## src/hdl/pcpm_pkg.sv

```systemverilog
`timescale 1ns / 1ps

package pcpm_pkg;

  localparam int unsigned COUNT_W    = 16;
  localparam int unsigned VALUE_W    = 8;
  localparam int unsigned ITEM_W     = 3;
  localparam int unsigned NUM_BTN    = 3;
  localparam int unsigned NUM_VALUES = 8;

  localparam logic [COUNT_W-1:0] COUNT_MAX = '1;
  localparam logic [VALUE_W-1:0] VALUE_MAX = 8'd255;
  localparam logic [ITEM_W-1:0]  LAST_ITEM = 3'd3;
  // items 0..3 map onto a stored value; anything above edits nothing
  localparam logic [ITEM_W-1:0]  TOP_VALUE_ITEM = 3'd3;

  localparam logic [COUNT_W-1:0] LONG_RESET  = 16'd1000;
  localparam logic [COUNT_W-1:0] SHORT_RESET = 16'd50;

  localparam int unsigned BTN_SELECT = 0;
  localparam int unsigned BTN_PLUS   = 1;
  localparam int unsigned BTN_MINUS  = 2;

  localparam logic CMD_TICK = 1'b0;
  localparam logic CMD_POLL = 1'b1;

  // register indexes on the configuration port
  localparam logic REG_LONG  = 1'b0;
  localparam logic REG_SHORT = 1'b1;

  typedef enum logic [1:0] {
    CODE_NONE  = 2'd0,
    CODE_SHORT = 2'd1,
    CODE_LONG  = 2'd2
  } code_t;

  typedef logic [VALUE_W-1:0] value_t;

  // press codes saved at the previous poll
  typedef struct packed {
    code_t sel;
    code_t plus;
    code_t minus;
  } codes_t;

  // one step handed from the input register to the update logic
  typedef struct packed {
    logic                 fire;
    logic                 command;
    logic [NUM_BTN-1:0]   level;
  } step_t;

  // menu state as the result register sees it
  typedef struct packed {
    logic                          driver;
    logic [ITEM_W-1:0]             item;
    logic [NUM_VALUES-1:0][VALUE_W-1:0] values;
  } view_t;

endpackage

```

## src/hdl/pcpm_if.sv

```systemverilog
`timescale 1ns / 1ps

interface pcpm_in_if;
  logic valid;
  logic ready;
  logic command;
  logic select_level;
  logic plus_level;
  logic minus_level;

  modport source (output valid, command, select_level, plus_level, minus_level, input ready);
  modport sink (input valid, command, select_level, plus_level, minus_level, output ready);
endinterface

interface pcpm_out_if;
  logic       valid;
  logic       ready;
  logic       driver_selected;
  logic [2:0] item_index;
  logic [7:0] first_kd;
  logic [7:0] first_ki;
  logic [7:0] first_kp;
  logic [7:0] first_factor;
  logic [7:0] second_kd;
  logic [7:0] second_ki;
  logic [7:0] second_kp;
  logic [7:0] second_factor;

  modport source (
    output valid, driver_selected, item_index,
           first_kd, first_ki, first_kp, first_factor,
           second_kd, second_ki, second_kp, second_factor,
    input  ready
  );
  modport sink (
    input  valid, driver_selected, item_index,
           first_kd, first_ki, first_kp, first_factor,
           second_kd, second_ki, second_kp, second_factor,
    output ready
  );
endinterface

```

## src/hdl/pcpm_buttons.sv

```systemverilog
`timescale 1ns / 1ps

module pcpm_buttons
  import pcpm_pkg::*;
(
  input  logic               clk,
  input  logic               rst,
  input  step_t              step,
  input  logic [COUNT_W-1:0] long_ticks,
  input  logic [COUNT_W-1:0] short_ticks,
  output codes_t             codes
);

  logic [NUM_BTN-1:0][COUNT_W-1:0] counts;
  logic [NUM_BTN-1:0][COUNT_W-1:0] counts_next;
  code_t [NUM_BTN-1:0]             code_arr;
  code_t [NUM_BTN-1:0]             code_arr_next;
  logic                            tick_done;

  always_comb begin
    counts_next   = counts;
    code_arr_next = code_arr;
    tick_done     = 1'b0;
    if (step.command == CMD_TICK) begin
      // only the highest-priority held button counts
      for (int b = 0; b < NUM_BTN; b++) begin
        if (!tick_done && !step.level[b]) begin
          tick_done = 1'b1;
          if (counts[b] != COUNT_MAX) begin
            counts_next[b] = counts[b] + 16'd1;
          end
        end
      end
    end else begin
      for (int b = 0; b < NUM_BTN; b++) begin
        code_arr_next[b] = CODE_NONE;
        if (step.level[b]) begin
          if (counts[b] >= long_ticks) begin
            code_arr_next[b] = CODE_LONG;
          end else if (counts[b] >= short_ticks) begin
            code_arr_next[b] = CODE_SHORT;
          end
          counts_next[b] = '0;
        end
      end
    end
  end

  always_ff @(posedge clk) begin
    if (rst) begin
      counts   <= '0;
      code_arr <= {NUM_BTN{CODE_NONE}};
    end else if (step.fire) begin
      counts   <= counts_next;
      code_arr <= code_arr_next;
    end
  end

  assign codes.sel   = code_arr[BTN_SELECT];
  assign codes.plus  = code_arr[BTN_PLUS];
  assign codes.minus = code_arr[BTN_MINUS];

endmodule

```

## src/hdl/pcpm_menu.sv

```systemverilog
`timescale 1ns / 1ps

module pcpm_menu
  import pcpm_pkg::*;
(
  input  logic   clk,
  input  logic   rst,
  input  step_t  step,
  input  codes_t codes,
  output view_t  view_next
);

  logic                               driver;
  logic [ITEM_W-1:0]                  item;
  logic [NUM_VALUES-1:0][VALUE_W-1:0] values;

  logic                       driver_p;
  logic [ITEM_W-1:0]          item_p;
  logic [$clog2(NUM_VALUES)-1:0] idx;
  value_t                     cur;
  value_t                     up;
  value_t                     down;
  logic [NUM_VALUES-1:0][VALUE_W-1:0] values_p;

  always_comb begin
    driver_p = driver;
    item_p   = item;
    case (codes.sel)
      CODE_LONG: begin
        driver_p = ~driver;
        item_p   = '0;
      end
      CODE_SHORT: begin
        if (item < LAST_ITEM) begin
          item_p = item + 3'd1;
        end else if (item == LAST_ITEM) begin
          item_p = '0;
        end
      end
      default: begin
      end
    endcase

    // edits still go to the driver selected when the poll began
    idx  = {driver, item_p[1:0]};
    cur  = values[idx];
    up   = (codes.plus == CODE_SHORT && cur != VALUE_MAX) ? cur + 8'd1 : cur;
    down = (codes.minus == CODE_SHORT && up != '0) ? up - 8'd1 : up;

    values_p = values;
    if (item_p <= TOP_VALUE_ITEM) begin
      values_p[idx] = down;
    end

    if (step.command == CMD_POLL) begin
      view_next.driver = driver_p;
      view_next.item   = item_p;
      view_next.values = values_p;
    end else begin
      view_next.driver = driver;
      view_next.item   = item;
      view_next.values = values;
    end
  end

  always_ff @(posedge clk) begin
    if (rst) begin
      driver <= 1'b0;
      item   <= '0;
      values <= '0;
    end else if (step.fire) begin
      driver <= view_next.driver;
      item   <= view_next.item;
      values <= view_next.values;
    end
  end

endmodule

```

## src/hdl/press_classified_param_menu_top.sv

```systemverilog
`timescale 1ns / 1ps

// channel  | dir | payload                                      | accepted when
// ---------+-----+----------------------------------------------+------------------
// cmd      | in  | command, select/plus/minus levels            | valid && ready
// res      | out | driver_selected, item_index, 8 tuning values | valid && ready
// APB      | in  | long_press_ticks @0x0, short_press_ticks @0x4 | psel&penable&pwrite
//
// One request per clock while the result is not stalled. A request is latched
// in the input register; when it advances, the counter/menu update runs and
// the result register loads the new menu state.
// Synchronous active-high reset clears counters, codes, menu and values and
// loads the default thresholds. A stalled result holds the pipe; the input
// register still accepts while the result register is free to drain.

module press_classified_param_menu_top
  import pcpm_pkg::*;
(
  input  logic        clk,
  input  logic        rst,
  pcpm_in_if.sink     cmd,
  pcpm_out_if.source  res,
  input  logic        psel,
  input  logic        penable,
  input  logic        pwrite,
  input  logic [2:0]  paddr,
  input  logic [31:0] pwdata,
  output logic [31:0] prdata,
  output logic        pready
);

  // configuration registers
  logic [COUNT_W-1:0] long_ticks;
  logic [COUNT_W-1:0] short_ticks;
  logic               cfg_wr;

  assign pready = 1'b1;
  assign cfg_wr = psel && penable && pwrite;

  always_ff @(posedge clk) begin
    if (rst) begin
      long_ticks  <= LONG_RESET;
      short_ticks <= SHORT_RESET;
    end else if (cfg_wr) begin
      case (paddr[2])
        REG_LONG:  long_ticks  <= pwdata[COUNT_W-1:0];
        REG_SHORT: short_ticks <= pwdata[COUNT_W-1:0];
        default: begin
        end
      endcase
    end
  end

  always_comb begin
    case (paddr[2])
      REG_LONG:  prdata = {16'd0, long_ticks};
      REG_SHORT: prdata = {16'd0, short_ticks};
      default:   prdata = '0;
    endcase
  end

  // input register
  logic               in_valid;
  logic               in_command;
  logic [NUM_BTN-1:0] in_level;
  logic               advance;
  step_t              step;

  // result register
  logic  out_valid;
  view_t out_view;
  view_t view_next;

  codes_t codes;

  assign advance   = in_valid && (!out_valid || res.ready);
  assign cmd.ready = !in_valid || advance;

  always_ff @(posedge clk) begin
    if (rst) begin
      in_valid <= 1'b0;
    end else if (cmd.ready) begin
      in_valid <= cmd.valid;
    end
  end

  always_ff @(posedge clk) begin
    if (cmd.ready && cmd.valid) begin
      in_command          <= cmd.command;
      in_level[BTN_SELECT] <= cmd.select_level;
      in_level[BTN_PLUS]   <= cmd.plus_level;
      in_level[BTN_MINUS]  <= cmd.minus_level;
    end
  end

  assign step.fire    = advance;
  assign step.command = in_command;
  assign step.level   = in_level;

  pcpm_buttons u_buttons (
    .clk         (clk),
    .rst         (rst),
    .step        (step),
    .long_ticks  (long_ticks),
    .short_ticks (short_ticks),
    .codes       (codes)
  );

  // menu uses the codes saved by the previous poll, before they are replaced
  pcpm_menu u_menu (
    .clk       (clk),
    .rst       (rst),
    .step      (step),
    .codes     (codes),
    .view_next (view_next)
  );

  always_ff @(posedge clk) begin
    if (rst) begin
      out_valid <= 1'b0;
    end else if (advance) begin
      out_valid <= 1'b1;
    end else if (res.ready) begin
      out_valid <= 1'b0;
    end
  end

  always_ff @(posedge clk) begin
    if (advance) begin
      out_view <= view_next;
    end
  end

  assign res.valid           = out_valid;
  assign res.driver_selected = out_view.driver;
  assign res.item_index      = out_view.item;
  assign res.first_kd        = out_view.values[0];
  assign res.first_ki        = out_view.values[1];
  assign res.first_kp        = out_view.values[2];
  assign res.first_factor    = out_view.values[3];
  assign res.second_kd       = out_view.values[4];
  assign res.second_ki       = out_view.values[5];
  assign res.second_kp       = out_view.values[6];
  assign res.second_factor   = out_view.values[7];

endmodule
```

## src/flat_wrapper.sv

```systemverilog
// flat-port wrapper written by rule: the top's interface ports become plain ports
module press_classified_param_menu_top_flat import pcpm_pkg::*;
  (clk, rst, psel, penable, pwrite, paddr, pwdata, prdata, pready, cmd_valid, cmd_command, cmd_select_level, cmd_plus_level, cmd_minus_level, cmd_ready, res_valid, res_driver_selected, res_item_index, res_first_kd, res_first_ki, res_first_kp, res_first_factor, res_second_kd, res_second_ki, res_second_kp, res_second_factor, res_ready);
  pcpm_in_if cmd_i ();
  pcpm_out_if res_i ();
  input  logic clk;
  input  logic rst;
  input  logic psel;
  input  logic penable;
  input  logic pwrite;
  input  logic [2:0] paddr;
  input  logic [31:0] pwdata;
  output logic [31:0] prdata;
  output logic pready;
  input wire logic [$bits(cmd_i.valid)-1:0] cmd_valid;
  input wire logic [$bits(cmd_i.command)-1:0] cmd_command;
  input wire logic [$bits(cmd_i.select_level)-1:0] cmd_select_level;
  input wire logic [$bits(cmd_i.plus_level)-1:0] cmd_plus_level;
  input wire logic [$bits(cmd_i.minus_level)-1:0] cmd_minus_level;
  output wire logic [$bits(cmd_i.ready)-1:0] cmd_ready;
  output wire logic [$bits(res_i.valid)-1:0] res_valid;
  output wire logic [$bits(res_i.driver_selected)-1:0] res_driver_selected;
  output wire logic [$bits(res_i.item_index)-1:0] res_item_index;
  output wire logic [$bits(res_i.first_kd)-1:0] res_first_kd;
  output wire logic [$bits(res_i.first_ki)-1:0] res_first_ki;
  output wire logic [$bits(res_i.first_kp)-1:0] res_first_kp;
  output wire logic [$bits(res_i.first_factor)-1:0] res_first_factor;
  output wire logic [$bits(res_i.second_kd)-1:0] res_second_kd;
  output wire logic [$bits(res_i.second_ki)-1:0] res_second_ki;
  output wire logic [$bits(res_i.second_kp)-1:0] res_second_kp;
  output wire logic [$bits(res_i.second_factor)-1:0] res_second_factor;
  input wire logic [$bits(res_i.ready)-1:0] res_ready;
  assign cmd_i.valid = cmd_valid;
  assign cmd_i.command = cmd_command;
  assign cmd_i.select_level = cmd_select_level;
  assign cmd_i.plus_level = cmd_plus_level;
  assign cmd_i.minus_level = cmd_minus_level;
  assign cmd_ready = cmd_i.ready;
  assign res_valid = res_i.valid;
  assign res_driver_selected = res_i.driver_selected;
  assign res_item_index = res_i.item_index;
  assign res_first_kd = res_i.first_kd;
  assign res_first_ki = res_i.first_ki;
  assign res_first_kp = res_i.first_kp;
  assign res_first_factor = res_i.first_factor;
  assign res_second_kd = res_i.second_kd;
  assign res_second_ki = res_i.second_ki;
  assign res_second_kp = res_i.second_kp;
  assign res_second_factor = res_i.second_factor;
  assign res_i.ready = res_ready;
  press_classified_param_menu_top u_core (.clk(clk), .rst(rst), .cmd(cmd_i), .res(res_i), .psel(psel), .penable(penable), .pwrite(pwrite), .paddr(paddr), .pwdata(pwdata), .prdata(prdata), .pready(pready));
endmodule
```

## config.mk

```make
export PLATFORM = sky130hd
export DESIGN_NAME = press_classified_param_menu_top_flat
export DESIGN_NICKNAME = d
export VERILOG_FILES = /design/src/hdl/pcpm_pkg.sv /design/src/hdl/pcpm_if.sv /design/src/hdl/pcpm_buttons.sv /design/src/hdl/pcpm_menu.sv /design/src/hdl/press_classified_param_menu_top.sv /design/src/flat_wrapper.sv
export SDC_FILE = /design/constraint.sdc
export NUM_CORES = 1
export LEC_CHECK = 0
export BUFFER_PORTS_ARGS = -buffer_cell sky130_fd_sc_hd__buf_2
export CAP_MARGIN = 20
export CORE_ASPECT_RATIO = 1.2
export CORE_UTILIZATION = 58
export CTS_CLUSTER_SIZE = 40
export DETAILED_ROUTE_END_ITERATION = 12
export PLACE_DENSITY = 0.79
export SYNTH_ARGS = -nofsm -noshare
export SYNTH_HDL_FRONTEND = slang
export SYNTH_HIERARCHICAL = 1
export SYNTH_SLANG_ARGS = --single-unit
```

## constraint.sdc

```tcl
create_clock -name clk -period 6.2 [get_ports clk]
set_input_delay 0.31 -clock clk [delete_from_list [all_inputs] [get_ports clk]]
set_output_delay 0.31 -clock clk [all_outputs]
set_load 0.1 [all_outputs]
```

==> impl_metrics.ini, run 1 <==
[layout]
area_growth_pct = 11.2
stdcell_count = 1828
num_antenna_cells = 0
num-nets-final = 1683
drive_gt1_frac = 0.156

[die]
dieWidth_um = 140
start_util = 0.591
rows = 60
core_um2 = 22400
die_area_um2 = 23400
die_y_um = 167
ios = 149

[synthesis]
netlist_area_um2 = 13200
synthArstFlopShare = 0
synth_cell_types = 83
synth-seq-cells = 228
synth_area_leaders = dfxtp_1 24%, edfxtp_1 16%, ha_1 10%
synth_top_area_frac = 0.236
yosysSeqAreaShare = 0.400
synthMostInstantiatedCell = nor2_1
synth_edf_count = 72
syn-instance-count = 1442
synth_largest_area_cell = dfxtp_1
synth_commonest_cells = 203 x nor2_1, 156 x dfxtp_1, 106 x ha_1
ys.flop_type = dfxtp_1
syn_area_per_cell_um2 = 9.16
ys_warn_count = 6

[clock_tree]
post_cts_buffers = 0
cts_sinks = 228
htreeDepth = 1
clk_pin_slew_ps = 60
clockBufferDepth = 3
clk_latency_ps = 520
cts_tree = done
tritoncts.num_buffers = 24
root_buffer = clkbuf_16

[timing]
tightestPinTransition_ps = 1090
finClkSkew_ps = 18.3
fin_ws_ps = 517
max_freq_mhz = 176
setup-tns-final_ps = 0
fin_crit_sh = 0.917
hold_violations = 0
period_needed_ps = 5680
maxSlewViolCount = 0
rsz0062_at_grt = false
hold-worst-slack_ps = 38.4
setup_viol = 0
relSlewSlack = 0.271

[worst_setup_path]
crit_chain = ha_1 > ha_1 > nor2b_1 > a21oi_4 > or2_1 > buf_4 > mux2_2 > o22ai_1 > a221oi_4 > ha_1 > inv_1 > o41ai_2 > xnor2_1 > clkinv_1 > ha_1 > inv_1 > a221oi_4 > nand2_2 > a21oi_2 > buf_4 > o21ai_0
critPathKind = register to register
crit_fanout = 19
cp_slowest_cell = o41ai_2
timing.critical_path.mode_cell = ha_1
crit_required_ps = 6440
cp.arrival_ps = 5920
cp-start-kind = register
end_kind = register
max_stage_delay_ps = 570

[drt]
firstDrtPassIters = 5
wl_per_cell_um = 18.1
num_vias = 11100
avgViaCountPerCell = 6.06
drt_iter0_drc = 747
drc = 0
drt_wl_total_mm = 33.2
ant_nets = 0

[pwr]
p_int_mw = 2.49
power.total_mw = 3.50
power_frac_seq = 0.454
p_comb_frac = 0.145
power.density_nw_per_um2 = 238
ir_drop_uv = 203
p_clk_frac = 0.402
p_sw_frac = 0.287
switchingPower_mw = 1.00
p_leak_nw = 5.80

[grt]
grt_pass1_wl_mm = 52.6
grt_start_max_net_pins = 100
grt_pass1_vias = 10500
antenna_found_initial = 0
grt_use_total = 0.280
grt_overflow_total = 0

[placed_design]
pre_cts_ws_ps = 618
gp_congestion = 0.993
port_buffers = 113
dp.cells = 1776
hpwl_mm = 23.7

[worst_hold_path]
hold_class = input port to register

[status]
status = complete, no violations

[flow_run]
maxCapViolCount = 0
worst max-delay path, delay by kind of cell, from the launching register on:
family	cells	cell delay, ps
buf+inv	5	950
xor+xnor	1	170
mux	1	260
flops	1	370
fa+ha+maj	4	960
simple gates	3	870
compound gates	7	1790
cell type report:
cell class | instances | area, um^2
clock buffers | 33 | 686
clock inverters | 11 | 88.8
multi-input cells | 1074 | 7250
fillers | 1790 | 7680
flip-flops and latches | 228 | 5290
inverters | 64 | 240
repair buffers | 139 | 785
well taps | 279 | 349
per-layer routing:
layer | wire length, um | GRT usage | vias to the layer above
met3 | 1590 | 0.0335 | 123
met5 | 0 | 0 | -
met2 | 16600 | 0.502 | 436
met1 | 13000 | 0.314 | 5175
li1 | - | - | 5345
met4 | 2010 | 0.181 | 0
flip-flops by register name, indices dropped and copies added (netlist names), 6 cells and up:
signal	flops
u_core/res.second_factor	8
u_core/res.second_kp	8
u_core/res.first_kd	8
u_core/u_menu/values	64
u_core/long_ticks	16
u_core/res.second_ki	8
u_core/short_ticks	16
u_core/res.second_kd	8
u_core/res.first_kp	8
u_core/res.first_factor	8
u_core/u_buttons/codes	6
u_core/u_buttons/counts	48
u_core/res.first_ki	8
worst paths after layout:
path,from,end,slack [ps],depth (start not counted)
hold reg to reg,u_core/u_buttons/codes[3],u_core/u_buttons/codes[3],460,2
hold / removal,cmd_valid,u_core/in_valid,40,3
setup reg to reg,u_core/u_menu/item[0],u_core/res.second_kp[3],520,21
setup / recovery,u_core/u_menu/item[0],u_core/res.second_kp[3],520,21
power groups by stage:
stage | logic [mW] | clock network [mW] | registers (mW)
after floorplan | 0.282 | 0 | 1.75
after global routing | 0.530 | 1.49 | 1.59
final | 0.505 | 1.40 | 1.59
after detailed placement | 0.496 | 0 | 1.62
after CTS | 0.500 | 1.43 | 1.59
after global placement | 0.490 | 0 | 1.62
through the flow:
stage	cell area, um^2	util
after floorplan	13300	-
after global placement	13800	0.618
after detailed placement	13800	0.618
after CTS	14600	0.655
after global routing	14700	0.656
final	14700	0.656
repair_timing:
| action | 4_1_cts | 5_1_grt |
|---|---|---|
| endpoints found under the hold margin | 4 | 0 |
| hold buffers | 4 | 0 |
| resized for setup | 0 | 0 |
layout by cell type (no fill, tap or decap), types with 5 or more instances in the layout:
cell and count:
edfxtp_1 72, nor3b_1 7, buf_2 112, dfxtp_1 156
and4_1 10, clkbuf_16 25, nand2b_1 54, xor2_1 23
a21oi_1 105, inv_1 60, nand3_1 38, o21a_1 5
a2111oi_0 10, nor2b_1 7, conb_1 17, o21ai_0 30
clkbuf_1 5, nand4_1 43, and2_1 8, o21ai_1 7
mux2i_1 57, nor3_1 16, ha_1 106, a21o_1 5
buf_4 20, o211ai_1 5, mux2_2 23, a21oi_2 5
and3_1 10, nand2_1 98, a211oi_1 61, xnor2_1 21
nor2_1 203, clkinv_2 6, a31oi_1 19
kinds of logic after synthesis:
group,count (synthesis),share of synthesized area
and+or+nand+nor,536,0.200
AOI/OAI and AO/OA,288,0.147
DFF,228,0.400
buffers and inverters,155,0.0567
adders and majority gates,106,0.100
muxes,82,0.0650
xor gates and xnor gates,45,0.0298
other,2,0.000568
No activity file was read; power rests on OpenSTA's default activity.
==> run 2: changes to the inputs <==
--- a/config.mk
+++ b/config.mk
@@ -7,2 +7,3 @@
 export LEC_CHECK = 0
+export ABC_AREA = 1
 export BUFFER_PORTS_ARGS = -buffer_cell sky130_fd_sc_hd__buf_2
==> constraint.sdc (replaced) <==
create_clock -name clk -period 6.2 [get_ports clk]
set_input_delay 0.62 -clock clk [delete_from_list [all_inputs] [get_ports clk]]
set_output_delay 0.62 -clock clk [all_outputs]
set_load 0.1 [all_outputs]
==> impl_metrics.ini, run 2 <==
[die]
ios = 149
rows = 62
dieWidth_um = 146
core_um2 = 24100
die_area_um2 = 25500
start_util = 0.597
die_y_um = 175

[timing]
maxSlewViolCount = 0
max_freq_mhz = 206
hold_violations = 0
setup_viol = 0
fin_crit_sh = 0.783
relSlewSlack = 0.237
rsz0062_at_grt = false
finClkSkew_ps = 14.4
fin_ws_ps = 1340
period_needed_ps = 4860
tightestPinTransition_ps = 1140
setup-tns-final_ps = 0

[synthesis]
synth_commonest_cells = 487 x nand2_1, 249 x inv_1, 204 x nand3_1
synthArstFlopShare = 0
ys.flop_type = dfxtp_1
synth_top_area_frac = 0.217
synth-seq-cells = 228
yosysSeqAreaShare = 0.367
synthMostInstantiatedCell = nand2_1
ys_warn_count = 6
netlist_area_um2 = 14400
syn_area_per_cell_um2 = 7.27
synth_largest_area_cell = dfxtp_1
syn-instance-count = 1982
synth_area_leaders = dfxtp_1 22%, edfxtp_1 15%, nand2_1 13%
synth_edf_count = 72
synth_cell_types = 46

[clock_tree]
clk_latency_ps = 530
htreeDepth = 1
cts_sinks = 228
cts_hold_buf = 0
clockBufferDepth = 3
root_buffer = clkbuf_16
clk_pin_slew_ps = 60
tritoncts.num_buffers = 24
post_cts_buffers = 0
cts_tree = done
cts_resized = 0

[worst_setup_path]
crit_fanout = 25
crit_required_ps = 6470
end_kind = register
cp_slowest_cell = nand2_2
reg2reg_depth = 30
timing.critical_path.mode_cell = nand2_1
reg2reg_slack_ps = 1340
cp.arrival_ps = 5120
critPathKind = register to register
max_stage_delay_ps = 460
cp-start-kind = register

[layout]
largest_register_ffs = 64
reg.largest.list = u_core/u_menu/values: 64 flops, u_core/u_buttons/counts: 48 flops
n_fill_cell = 2135
layout_common_cells = 487 x nand2_1, 248 x inv_1, 204 x nand3_1
largest-register = u_core/u_menu/values
num_antenna_cells = 0
final_common_cell = nand2_1
num-nets-final = 2216
drive_gt1_frac = 0.147
area_growth_pct = 9.74

[placed_design]
port_buffers = 113
hpwl_mm = 27.6
pre_cts_ws_ps = 1510
gp_congestion = 0.956

[grt]
grt_use_total = 0.298
grt_overflow_total = 0
grt_start_max_net_pins = 190
grt_pass1_wl_mm = 60.8
grt_pass1_vias = 12400
antenna_found_initial = 0

[status]
status = complete, no violations

[drt]
ant_nets = 0
drc = 0
firstDrtPassIters = 5
drt_iter0_drc = 900
num_vias = 13200
drt_wl_total_mm = 38.4
avgViaCountPerCell = 5.51
wl_per_cell_um = 16.0

[worst_hold_path]
hold_class = input port to register
min_path_cells = 1

[pwr]
ir_drop_uv = 181
p_leak_nw = 7.68
power.density_nw_per_um2 = 253

[flow_run]
maxCapViolCount = 0
-- run 2: final cells by class --
type | instances | area (um^2) | area share
Inverter | 260 | 988 | 0.0625
Clock buffer | 32 | 712 | 0.0450
Sequential cell | 228 | 5290 | 0.334
Multi-Input combinational cell | 1432 | 7700 | 0.487
Tap cell | 320 | 400 | 0.0253
Clock inverter | 12 | 98.8 | 0.00625
Timing Repair Buffer | 118 | 616 | 0.0389
-- run 2: power breakdown --
part | leakage (nW) | switching (mW) | total [mW] | internal, mW
logic | 5.32 | 0.676 | 0.867 | 0.191
clock network | 0.402 | 0.625 | 1.48 | 0.852
registers | 1.96 | 0.0397 | 1.66 | 1.62
-- run 2: cell families (layout without fill, tap and decap cells) --
family	after synthesis	after routing	synth area share
simple gates	1026	1026	0.331
buf+inv	337	422	0.103
compound gates	272	272	0.100
flops	228	228	0.367
fa+ha+maj	106	106	0.0921
xor+xnor	11	11	0.00669
other cells	2	17	0.000521
-- run 2: path summary, 6_finish.rpt --
path | endpoint | start
min | u_core/in_level[0] | cmd_select_level
max | u_core/res.first_kd[1] | u_core/u_menu/item[0]
min reg2reg | u_core/u_buttons/codes[1] | u_core/u_buttons/codes[1]
max reg2reg | u_core/res.first_kd[1] | u_core/u_menu/item[0]
-- run 2: worst max-delay path: cells and delay by family, from the launching register on --
family / cells / cell delay (ps)
flops: 1 / 450
fa+ha+maj: 4 / 780
buf+inv: 4 / 410
simple gates: 22 / 2940
-- run 2: per-layer routing --
| layer | track usage | share of wire |
|---|---|---|
| met2 | 0.546 | 0.50 |
| met3 | 0.0329 | 0.051 |
| met1 | 0.327 | 0.39 |
| met5 | 0 | 0 |
| met4 | 0.188 | 0.062 |
-- run 2: metrics by stage --
step	cell area [um^2]	total power [mW]	hold slack [ps]	util	instances
6_report	15800	4.01	279	0.655	2402
2_1_floorplan	14500	2.40	445	-	1997
4_1_cts	15800	4.02	262	0.655	2402
3_5_place_dp	15000	2.55	456	0.622	2358
3_3_place_gp	15000	2.53	454	0.622	2358
5_1_grt	15800	4.15	263	0.655	2402
==> run 3: changes to the inputs <==
clock period = 4.8 ns   (was 6.2 ns; I/O delays follow)
==> impl_metrics.ini, run 3 (synthesis results as in run 2) <==
[worst_setup_path]
crit_fanout = 19
max_stage_delay_ps = 370
cp_slowest_cell = dfxtp_1
r2r-end = u_core/res.first_kd[3]
worstSetupStartpoint = u_core/u_menu/item[0]
timing.critical_path.mode_cell = nand2_1
critPathKind = register to register
reg2reg_slack_ps = 360
cp.arrival_ps = 4700
cp-start-kind = register
endpoint = u_core/res.first_kd[3]
rr_startpoint = u_core/u_menu/item[0]
crit_required_ps = 5060
reg2reg_depth = 29
end_kind = register

[pwr]
switchingPower_mw = 1.67
power_frac_seq = 0.419
p_int_mw = 3.47
power.density_nw_per_um2 = 324
p_leak_nw = 7.70
p_comb_frac = 0.219
ir_drop_uv = 229
p_sw_frac = 0.326
power.total_mw = 5.14
p_clk_frac = 0.362

[layout]
final-seq-area_um2 = 5290
drive_gt1_frac = 0.147
n_fill_cell = 2164
largest_register_ffs = 64
layout_common_cells = 487 x nand2_1, 248 x inv_1, 204 x nand3_1
area_growth_pct = 9.97
num-nets-final = 2222
reg.largest.list = u_core/u_menu/values: 64 flops, u_core/u_buttons/counts: 48 flops
final_common_cell = nand2_1
num_antenna_cells = 0
fin_util = 0.657
multi_input_area_um2 = 7720
stdcell_area_um2 = 15800
largest-register = u_core/u_menu/values

[timing]
setup_viol = 0
max_freq_mhz = 225
maxSlewViolCount = 0
tightestPinTransition_ps = 1130
setup-tns-final_ps = 0
finClkSkew_ps = 13.1
hold-worst-slack_ps = 155
period_needed_ps = 4440
hold_violations = 0
relSlewSlack = 0.243
fin_crit_sh = 0.924
rsz0062_at_grt = false

[drt]
avgViaCountPerCell = 5.52
ant_nets = 0
drc = 0
num_vias = 13300
firstDrtPassIters = 6
wl_per_cell_um = 16.0
drt_wl_total_mm = 38.5
drt_iter0_drc = 1029

[flow_run]
maxCapViolCount = 0

[clock_tree]
cts_sinks = 228
clockBufferDepth = 3
clk_latency_ps = 510
post_cts_buffers = 0
cts_tree = done
clk_pin_slew_ps = 70
htreeDepth = 1
tritoncts.num_buffers = 23
root_buffer = clkbuf_16

[placed_design]
port_buffers = 113
post_dp_cell_area_um2 = 15000
hpwl_mm = 28.0
gp_congestion = 0.995

[grt]
grt_use_total = 0.300
grt_start_max_net_pins = 190
grt_pass1_vias = 12400
grt_overflow_total = 0
grt_pass1_wl_mm = 61.1
antenna_found_initial = 0

[die]
dieWidth_um = 146
core_um2 = 24100
die_area_um2 = 25500
rows = 62
die_y_um = 175
ios = 149
start_util = 0.597

[status]
status = complete, no violations

[worst_hold_path]
hold_class = input port to register
## run 3: metrics by stage
| step | setup WS, ps | std cells |
|---|---|---|
| after floorplan | 827 | 1997 |
| after global placement | 456 | 2364 |
| after detailed placement | 421 | 2364 |
| after CTS | 391 | 2405 |
| after global routing | 25.6 | 2406 |
| final | 364 | 2406 |
## run 3: worst max-delay path: cells and delay by family, from the launching register on
| family | cells | cell delay [ps] |
|---|---|---|
| adders and majority gates | 4 | 830 |
| buffers and inverters | 4 | 460 |
| DFF | 1 | 370 |
| and+or+nand+nor | 21 | 2500 |
## run 3: timing repair
item,4_1_cts,5_1_grt
hold buffers,0,0
resized for setup,0,3
endpoints found under the setup margin,0,16
## run 3: power by group through the flow
stage	Combinational, mW	Clock (mW)	Sequential [mW]
after floorplan	0.662	0	2.43
after global placement	1.09	0	2.19
after detailed placement	1.11	0	2.19
after CTS	1.11	1.89	2.15
after global routing	1.21	1.97	2.16
final	1.13	1.86	2.15
## run 3: how the worst min path moves through the flow
stage | startpoint | endpoint | slack (ps) | depth (start not counted)
3_3_place_gp | u_core/u_buttons/codes[3] | u_core/u_buttons/codes[3] | 450 | 2
5_1_grt | cmd_select_level | u_core/in_level[0] | 130 | 1
6_report | cmd_plus_level | u_core/in_level[1] | 150 | 1
2_1_floorplan | u_core/u_buttons/codes[0] | u_core/u_buttons/codes[0] | 450 | 2
4_1_cts | cmd_plus_level | u_core/in_level[1] | 140 | 1
3_5_place_dp | u_core/u_buttons/codes[2] | u_core/u_buttons/codes[2] | 460 | 2
## run 3: per-layer routing
layer / vias up / global-route usage / wire length (um)
met5: - / 0 / 0
met4: 0 / 0.195 / 2620
met3: 121 / 0.0339 / 2040
met2: 445 / 0.537 / 19100
met1: 6105 / 0.338 / 14800
li1: 6613 / - / -
## run 3: layout make-up
type	count	share of cell area
clock buffer	33	0.0419
clock inverter	8	0.00735
inverter	260	0.0624
multi-input combinational	1432	0.487
sequential	228	0.334
tap	320	0.0253
timing repair buffer	125	0.0422
